[src/hdl/stfm_pkg.sv]
`timescale 1ns / 1ps
// ---------------------------------------------------------------------------
// stfm_pkg
// Shared types and constants for the sorted table first-match search block.
// ---------------------------------------------------------------------------
package stfm_pkg;

	// field widths of the item and result ports
	localparam int GLYPH_W = 16;
	localparam int CODE_W  = 21;
	localparam int POS_W   = 8;
	localparam int LEN_W   = 9;
	// search bounds carry a sign bit so that hi can drop to -1
	localparam int BOUND_W = LEN_W + 1;

	// item command codes
	localparam logic CMD_WRITE  = 1'b0;
	localparam logic CMD_LOOKUP = 1'b1;

	// one table entry as stored in memory
	typedef struct packed {
		logic [GLYPH_W-1:0] glyph;
		logic [CODE_W-1:0]  code;
	} entry_t;

	localparam int ENTRY_W = $bits(entry_t);

	// controller states
	typedef enum logic [1:0] {
		ST_IDLE,
		ST_PROBE,
		ST_CHECK
	} state_t;

	// controller to datapath commands
	typedef struct packed {
		logic wr;        // store the entry of the write item
		logic init;      // capture key, load bounds
		logic step;      // narrow bounds after a compare
		logic emit_hit;  // deliver a found result
		logic emit_miss; // deliver a not-found result
	} ctrl_cmd_t;

	// datapath to controller status
	typedef struct packed {
		logic range_ok; // hi >= lo, search range not empty
		logic hit;      // middle entry matches and is the lowest bound
	} dp_status_t;

endpackage

[src/hdl/stfm_ctrl.sv]
`timescale 1ns / 1ps
// ---------------------------------------------------------------------------
// stfm_ctrl
// Sequencer for the binary search: one probe is an address state (ST_PROBE)
// followed by a compare state (ST_CHECK) against the registered memory data.
// ---------------------------------------------------------------------------
module stfm_ctrl import stfm_pkg::*; (
	input  logic       clk,
	input  logic       arst_n,
	input  logic       start,
	input  logic       command,
	input  dp_status_t status,
	output logic       busy,
	output ctrl_cmd_t  cmd
);

	state_t state_q;
	state_t state_nxt;
	logic   accept;

	assign accept = start && (state_q == ST_IDLE);

	// state register
	always_ff @(posedge clk or negedge arst_n) begin
		if (!arst_n) begin
			state_q <= ST_IDLE;
		end else begin
			state_q <= state_nxt;
		end
	end

	// next state
	always_comb begin
		state_nxt = state_q;
		case (state_q)
			ST_IDLE: begin
				if (accept && command == CMD_LOOKUP) begin
					state_nxt = ST_PROBE;
				end
			end
			ST_PROBE: begin
				state_nxt = status.range_ok ? ST_CHECK : ST_IDLE;
			end
			ST_CHECK: begin
				state_nxt = status.hit ? ST_IDLE : ST_PROBE;
			end
			default: begin
				state_nxt = ST_IDLE;
			end
		endcase
	end

	// outputs
	always_comb begin
		cmd  = '0;
		busy = 1'b1;
		case (state_q)
			ST_IDLE: begin
				busy     = 1'b0;
				cmd.wr   = accept && command == CMD_WRITE;
				cmd.init = accept && command == CMD_LOOKUP;
			end
			ST_PROBE: begin
				cmd.emit_miss = !status.range_ok;
			end
			ST_CHECK: begin
				cmd.emit_hit = status.hit;
				cmd.step     = !status.hit;
			end
			default: begin
				busy = 1'b1;
			end
		endcase
	end

endmodule

[config.mk]
export PLATFORM = sky130hd
export DESIGN_NAME = stfm_ctrl
export DESIGN_NICKNAME = d
export VERILOG_FILES = /design/src/hdl/stfm_pkg.sv /design/src/hdl/stfm_ctrl.sv
export SDC_FILE = /design/constraint.sdc
export NUM_CORES = 1
export LEC_CHECK = 0
export BUFFER_PORTS_ARGS = -buffer_cell sky130_fd_sc_hd__buf_2
export CAP_MARGIN = 5
export CORE_AREA = 4 4 41 43
export CTS_BUF_LIST = sky130_fd_sc_hd__clkbuf_4 sky130_fd_sc_hd__clkbuf_8 sky130_fd_sc_hd__clkbuf_16
export CTS_CLUSTER_DIAMETER = 40
export CTS_CLUSTER_SIZE = 14
export DETAILED_ROUTE_END_ITERATION = 8
export DIE_AREA = 0 0 45 47
export GPL_TIMING_DRIVEN = 0
export PLACE_DENSITY = 0.36
export SYNTH_ARGS = -nofsm -noshare
export SYNTH_HDL_FRONTEND = slang
export SYNTH_SLANG_ARGS = --single-unit
[constraint.sdc]
create_clock -name clk -period 1.7 [get_ports clk]
set_input_delay 0.255 -clock clk [delete_from_list [all_inputs] [get_ports clk]]
set_output_delay 0.255 -clock clk [all_outputs]
set_load 0.01 [all_outputs]
==> results.txt, run 1 <==
The global-route wire length before repair is 752 um. More flip-flops sit in one register than any other, and that register is state_q. In the final layout, the registers with the most flip-flops are state_q x2.

The post-route core utilization came out at 17.7%. In this run the tightest slew margin relative to its limit is 89.5%. After detailed routing, the number of remaining DRC violations is 0. The number of standard cells after synthesis is 11. The non-filler instance count after layout is 41. The count of port buffers added during placement is 11. The maximum number of pins on one net before global-route repair is 6. Across the routed clock network, the largest skew measured is roughly 0.0029 ns. The post-synthesis instance area is 124 um^2. The maximum count of clock buffers along a single path is 2.

The H-tree depth reported by CTS came out at 1. The setup total negative slack is 0 ns. The core outline area is about 1300 um^2. The via count came out at 149. Setup violations remaining at the end of the flow were counted as 0.

Summed over all nets, wire length on met3 after detailed routing comes to 89 um. The routed wire length came out at 407 um. The startpoint class of the critical path is a register.

The placed cell count came out at 37. The count of clock tree sinks is 2. The peak ir drop on the vdd network came out at 257 uV. The number of top-level pins came out at 12. The transition time of the tightest slew-check pin came out at between 0.15 and 0.2 ns. The all-layer global routing usage is 5.61%. The cell family contributing the most delay on the critical path is simple AND/OR/NAND/NOR gates. Clock-pin slew was measured on the worst setup and hold paths at 0.03 ns.

The quantity of hold-fixing buffers added after cts came out at 1. The cell at the slowest stage of the critical path is sky130_fd_sc_hd__dfrtp_1. The count of yosys warnings during synthesis came out at 0.

In this run the top signal layer used is met3. The first routing iteration left 0 violations. The net count of the mapped netlist is 17.

The area overhead of the layout relative to synthesis came out at 85.9%. The starting utilization of the core area is 9.52%. The die outline height came out at 47 um. The library cell used most frequently in the layout, excluding fill and tap cells, is sky130_fd_sc_hd__buf_2.

The final RePlAce weighted congestion is about 0.6. In the layout the commonest cells are 11 x sky130_fd_sc_hd__buf_2, 3 x sky130_fd_sc_hd__clkbuf_4, 2 x sky130_fd_sc_hd__and3b_1, 2 x sky130_fd_sc_hd__nor3b_2, 2 x sky130_fd_sc_hd__dfrtp_1. The number of global-route vias before repair came out at 179. Across the run, the number of max-cap violations was 0. The number of antenna violations at the first check in global routing is 0. The share of post-route cells with drive strength above 1 came out at 65.4%. The number of buffers created by CTS came out at 3. Along the worst path, the maximum fanout reaches 5. The share of the clock period used by the worst path is a little under nine tenths. The highest clock frequency the design can meet is 0.682 GHz.

The placement row count is 13. The number of detailed-routing iterations run before antenna repair is 1. The residual antenna-violating net count after detailed routing came out at 0. The run finished with clean final reports. The total power is 198 uW. The leakage power total came out at 0.128 nW. The max-slew violation count came to 0. The clock tree from TritonCTS is built. The delay of the slowest cell on the worst path is 0.41 ns. At the worst endpoint, the required time is 1.44 ns. The average cell area after synthesis is 11.3 um^2.

Once the clock tree was built, the resizer swapped 0 gates to a different size. The final number of hold-violating endpoints came to 0. By startpoint and endpoint, the worst setup path is classified as reg -> out. In the final routed layout, each cell accounts on average for 9.93 um. The layout has around 160 filler cells. Setup repair after global routing left no endpoint under its margin.

The overall die width came out at 45 um. The minimum clock period after layout came out at 1.47 ns. The worst setup path is captured at a primary output.

The flip-flop count of the largest register after layout came out at 2. Detailed routing placed a total of 130 um of wire on met2. The floorplan step defined a die boundary enclosing 2120 um^2.

The worst hold path belongs to the class in -> reg. The critical path goes through or2_4, nor3b_2, buf_2. The later-pin clock latency in the skew report came out at 0.22 ns.

After global routing the overflow that remains totals 0. After clock tree synthesis, the setup repair step added 0 buffers. The cell at the root of the clock tree is sky130_fd_sc_hd__clkbuf_4.

The arrival time of the worst setup path is 1.21 ns. The ratio of routed vias to standard cells is 3.63. The power density normalized to cell area came out at approximately 860 nW/um^2.

The number of diodes came out at 0. The register area share after synthesis is 40.4%. Together, buffers and inverters on the worst path number 1. Counting flops and latches in the post-synthesis netlist gives 2.

The detailed router put a total of 187 um of wire on met1. After synthesis, the netlist uses 8 different library cells. The number of nets in the final layout is 34.
per-layer routing:
metal | vias to the layer above | GRT usage [%]
li1 | 72 | -
met1 | 65 | 5.45
met2 | 12 | 6.21
met3 | 0 | 7.28
met4 | 0 | 3.51
met5 | - | 0
report_power, final:
| part | switching (mW) | internal (mW) |
|---|---|---|
| combinational | 0.0180 | 0.0215 |
| clock | 0.0252 | 0.0777 |
| sequential | 0.00430 | 0.0515 |
| total | 0.0475 | 0.151 |
logic make-up (layout without fill, tap and decap cells):
| logic type | Yosys count | after routing | share of synthesized area, % |
|---|---|---|---|
| buffers and inverters | 0 | 15 | 0 |
| AOI/OAI and AO/OA | 1 | 1 | 6.06 |
| and+or+nand+nor | 8 | 8 | 53.5 |
| DFF | 2 | 2 | 40.4 |
worst paths after layout:
kind / cells after the start / to / slack, ns / start
setup / recovery: 3 / cmd[4] / 0.23 / state_q[0]
hold / removal: 2 / state_q[1] / 0.29 / status[1]
setup reg to reg: 2 / state_q[0] / 0.79 / state_q[0]
hold reg to reg: 1 / state_q[1] / 0.61 / state_q[0]
max in group asynchronous: 2 / state_q[1] / 1.24 / arst_n
min in group asynchronous: 2 / state_q[0] / 0.35 / arst_n
cell type report:
cell class,instances,area [um^2],area share (%)
Multi-Input combinational cell,9,73.8,32.1
Timing Repair Buffer,12,65.1,28.3
Sequential cell,2,50.0,21.7
Clock buffer,3,22.5,9.78
Tap cell,15,18.8,8.15
synthesized netlist by cell type:
cell type / n / share of area (%)
sky130_fd_sc_hd__and3b_1: 2 / 14
sky130_fd_sc_hd__or2_4: 1 / 7.1
sky130_fd_sc_hd__nand2_1: 1 / 3.0
sky130_fd_sc_hd__nor3b_2: 2 / 20
sky130_fd_sc_hd__o21bai_1: 1 / 6.1
sky130_fd_sc_hd__nor2_1: 1 / 3.0
sky130_fd_sc_hd__nor3b_1: 1 / 6.1
sky130_fd_sc_hd__dfrtp_1: 2 / 40
stage by stage:
step / cell area [um^2] / setup slack (ns) / hold WS [ns]
after floorplan: 124 / 0.547 / -0.0406
after global placement: 198 / 0.464 / 0.0453
after detailed placement: 198 / 0.449 / 0.0473
after CTS: 230 / 0.201 / 0.288
after global routing: 230 / 0.145 / 0.305
final: 230 / 0.234 / 0.295
worst reg2reg max path, cell delays in order (launching register included):
cell                       delay (ns)
sky130_fd_sc_hd__dfrtp_1         0.41
sky130_fd_sc_hd__or2_4           0.29
sky130_fd_sc_hd__o21bai_1        0.14
Power figures use the tool's default switching activity.
==> run 2, diff against run 1 <==
--- a/config.mk
+++ b/config.mk
@@ -5,6 +5,7 @@
 export SDC_FILE = /design/constraint.sdc
 export NUM_CORES = 1
 export LEC_CHECK = 0
+export ABC_AREA = 1
 export BUFFER_PORTS_ARGS = -buffer_cell sky130_fd_sc_hd__buf_2
 export CAP_MARGIN = 5
 export CORE_AREA = 4 4 41 43
==> run 2 against run 1 <==
Worst setup slack improved by 0.13 ns. Worst hold slack improved by 0.019 ns. Total power shrank 1.6%. Register-to-register slack gained 0.09 ns. Largest power group unchanged.
==> results.txt, run 2 <==
The run finished with clean final reports. The worst hold path belongs to the class in -> reg. The worst endpoint required time came out at 1.44 ns (about the same).

The portion of synthesized cell area occupied by the leading cell type came to 40.8% (+0.41 points). By startpoint and endpoint, the worst setup path is classified as reg -> out. In the final layout, the registers with the most flip-flops are state_q x2. The arrival time of the worst setup path came out at 1.08 ns (-0.13 ns).

The number of buffers created by CTS was 3 (unchanged). The library cells used most frequently in the layout, excluding fill and tap cells, are 11 x sky130_fd_sc_hd__buf_2, 6 x sky130_fd_sc_hd__inv_1, 3 x sky130_fd_sc_hd__clkbuf_4. The H-tree depth reported by CTS is 1 (unchanged).

The core outline area is 1300 um^2 (unchanged). The highest clock frequency the design can meet came to 0.748 GHz (+9.6%). The peak ir drop on the vdd network came out at 213 uV (-17%). The all-layer global routing usage is 5.37% (-0.24 points). The number of detailed-routing iterations run before antenna repair was 2 (+1). TritonCTS built the clock tree.

The sum of overflow across all layers after global routing came out at 0 (unchanged). For hold timing, the worst endpoint is state_q[0]. The number of global-route vias before repair came out at 155 (-13%).

The setup total negative slack came out at 0 ns (unchanged). The distinct cell type count of the synthesized netlist came out at 9 (+1). The root buffer cell chosen for the clock tree is sky130_fd_sc_hd__clkbuf_4. The overall die width came out at 45 um (unchanged).

The post-CTS clock slew at the launch and capture registers of the worst setup and hold paths came out at 0.03 ns (about the same). The count of yosys warnings during synthesis came out at 0 (unchanged). The ratio of routed vias to standard cells came out at 3.23 (-11%). The final-report setup violation count came to 0 (unchanged). Setup repair after global routing left no endpoint under its margin. The residual DRC count came out at 0 (unchanged). The number of diodes was 0 (unchanged). The capturing point of the worst reg2reg path is state_q[0]. In this run the critical register-to-register path is launched from state_q[0]. The number of antenna violations at the first check in global routing is 0 (unchanged). The worst setup path is launched from a register. The placed cell count came out at 43 (+16%). The leakage power total is 0.153 nW (+20%). The number of flops mapped to enable cells by yosys is 0 (unchanged). The post-synthesis instance area was 123 um^2 (-1.0%). The HPWL after detailed placement is 297 um. The total power is 195 uW (-1.6%). The number of top-level pins came out at 12 (unchanged). The power density normalized to cell area came out at 851 nW/um^2 (-1.1%). The placed standard-cell area is 196 um^2 (-0.63%). Leaving out fill and tap cells, the most frequent cell in the layout is sky130_fd_sc_hd__buf_2. The share of post-route cells with drive strength above 1 is 53.1% (-12 points). The depth of the worst hold-timing path came to 3 (+1).

The worst clock skew is 0.00174 ns (-0.00114 ns). The transition time of the tightest slew-check pin came out at 0.138 ns (-0.0183 ns). The final RePlAce weighted congestion is 0.556 (-7.5%). The share of the clock period used by the worst path is 78.7% (-7.6 points). The number of standard cells after synthesis is 17 (+6). The violation count after the first detailed-route iteration came out at 1 (+1). The non-filler instance count after layout is 47 (+15%). The final routed wire length divided by cell count came out at 7.53 um (-24%). The global-route wire length before repair came out at 641 um (-15%). The residual antenna-violating net count after detailed routing came out at 0 (unchanged). The largest fanout on the critical path is 4 (-1). The setup slack of the most critical reg-to-reg path is 0.88 ns (+0.09 ns). The worst hold path begins at start. The biggest area contributor in the post-synthesis netlist is sky130_fd_sc_hd__dfrtp_1. The count of clock tree sinks came out at 2 (unchanged). The die area was 2120 um^2 (unchanged).

The average cell area after synthesis came out at 7.21 um^2 (-36%). The number of max-cap violations is 0 (unchanged). The minimum clock period after layout is 1.34 ns (-0.129 ns). The fraction of registers with async set/reset came out at 100% (unchanged).

The final hold slack came out at 0.313 ns (+0.0187 ns). More flip-flops sit in one register than any other, and that register is state_q. The worst slew slack as a fraction of its limit came out at 90.7% (+1.2 points). The routed wire length came out at 354 um (-13%). The starting utilization of the core area is 9.42% (-0.096 points). The cell count of the worst reg-to-reg path is 3 (+1).

The area growth from synthesis to layout is 86.7%. The later-pin clock latency in the skew report came out at 0.22 ns (about the same). In the post-synthesis netlist, the biggest area contributors are sky130_fd_sc_hd__dfrtp_1 41%, sky130_fd_sc_hd__inv_1 18%, sky130_fd_sc_hd__nand3_1 8.2%. The placement row count is 13 (unchanged).

The die outline height came out at 47 um (unchanged). The number of buffers inserted to repair setup after CTS was 0 (unchanged). The maximum number of pins on one net before global-route repair was 5 (-1). The net count of the mapped netlist is 23 (+6). The flip-flop count of the largest register after layout was 2 (unchanged). The max-slew violation count is 0 (unchanged). In the post-synthesis netlist, the cell with the most instances is sky130_fd_sc_hd__inv_1.

The worst setup path is captured at a primary output. Among all flip-flop cells after synthesis, the most frequent one is sky130_fd_sc_hd__dfrtp_1. The commonest cells after synthesis are 6 x sky130_fd_sc_hd__inv_1, 2 x sky130_fd_sc_hd__dfrtp_1, 2 x sky130_fd_sc_hd__nand2_1, 2 x sky130_fd_sc_hd__nand3_1. The summed area of non-filler cells in the final layout came out at 229 um^2 (-0.54%). The flop and latch count out of synthesis came out at 2 (unchanged). The fill cell total of the finished layout was 158 (-0.63%).

The count of port buffers added during placement is 11 (unchanged). The via count came out at 152 (+2.0%). The final number of hold-violating endpoints came to 0 (unchanged). The maximum count of clock buffers along a single path came out at 2 (unchanged).

The number of nets in the final layout is 40 (+18%). The register area share after synthesis is 40.8% (+0.41 points).
[run 2: cell count changes after synthesis, moves of 2 or more]
cell and change:
sky130_fd_sc_hd__and3b_1 -2, sky130_fd_sc_hd__inv_1 +6, sky130_fd_sc_hd__nand3_1 +2, sky130_fd_sc_hd__nor3b_2 -2
[run 2: routing by layer]
layer,GRT usage (%),up-vias,wire length (um)
met3,6.13,0,64
met2,4.80,12,109
met4,7.02,0,0
li1,-,81,-
met1,5.23,59,180
met5,0,-,0
[run 2: area by class of cell]
| class | count | area, um^2 | area share, % |
|---|---|---|---|
| multi-input cells | 9 | 50.0 | 21.9 |
| flip-flops and latches | 2 | 50.0 | 21.9 |
| well taps | 15 | 18.8 | 8.20 |
| inverters | 6 | 22.5 | 9.84 |
| repair buffers | 12 | 65.1 | 28.4 |
| clock buffers | 3 | 22.5 | 9.84 |
[run 2: how the worst max path moves through the flow]
stage / slack [ns] / cells past startpoint / start / endpoint
CTS: 0.34 / 4 / state_q[0] / cmd[3]
finish: 0.36 / 4 / state_q[0] / cmd[3]
global placement: 0.58 / 4 / state_q[0] / cmd[3]
detailed placement: 0.59 / 4 / state_q[0] / cmd[3]
floorplan: 0.70 / 3 / state_q[0] / cmd[4]
global route: 0.23 / 4 / state_q[0] / cmd[4]
[run 2: repair_timing]
| item | CTS | global route |
|---|---|---|
| gates resized for setup | 0 | 0 |
| hold buffers | 1 | 0 |
| endpoints found under the hold margin | 2 | 0 |
[run 2: per-stage QoR]
step,util (%),setup slack [ns]
floorplan,-,0.698
global placement,15.1,0.577
detailed placement,15.1,0.588
CTS,17.6,0.341
global route,17.6,0.230
finish,17.6,0.363
[run 2: logic make-up (layout without fill, tap and decap cells)]
| group | count (synthesis) | in the layout | share of synthesized area [%] |
|---|---|---|---|
| buffers and inverters | 6 | 21 | 18.4 |
| DFF | 2 | 2 | 40.8 |
| and+or+nand+nor | 9 | 9 | 40.8 |
[run 2: power by group]
part / internal [mW] / switching [mW]
sequential: 0.0514 / 0.00394
combinational: 0.0176 / 0.0204
clock: 0.0776 / 0.0240
total: 0.147 / 0.0483
[run 2: worst max-delay path, stage by stage, from the launching register on]
cell	delay, ns
sky130_fd_sc_hd__dfrtp_1	0.40
sky130_fd_sc_hd__nor2_2	0.17
sky130_fd_sc_hd__nand3_1	0.11
sky130_fd_sc_hd__inv_1	0.06
sky130_fd_sc_hd__buf_2	0.12
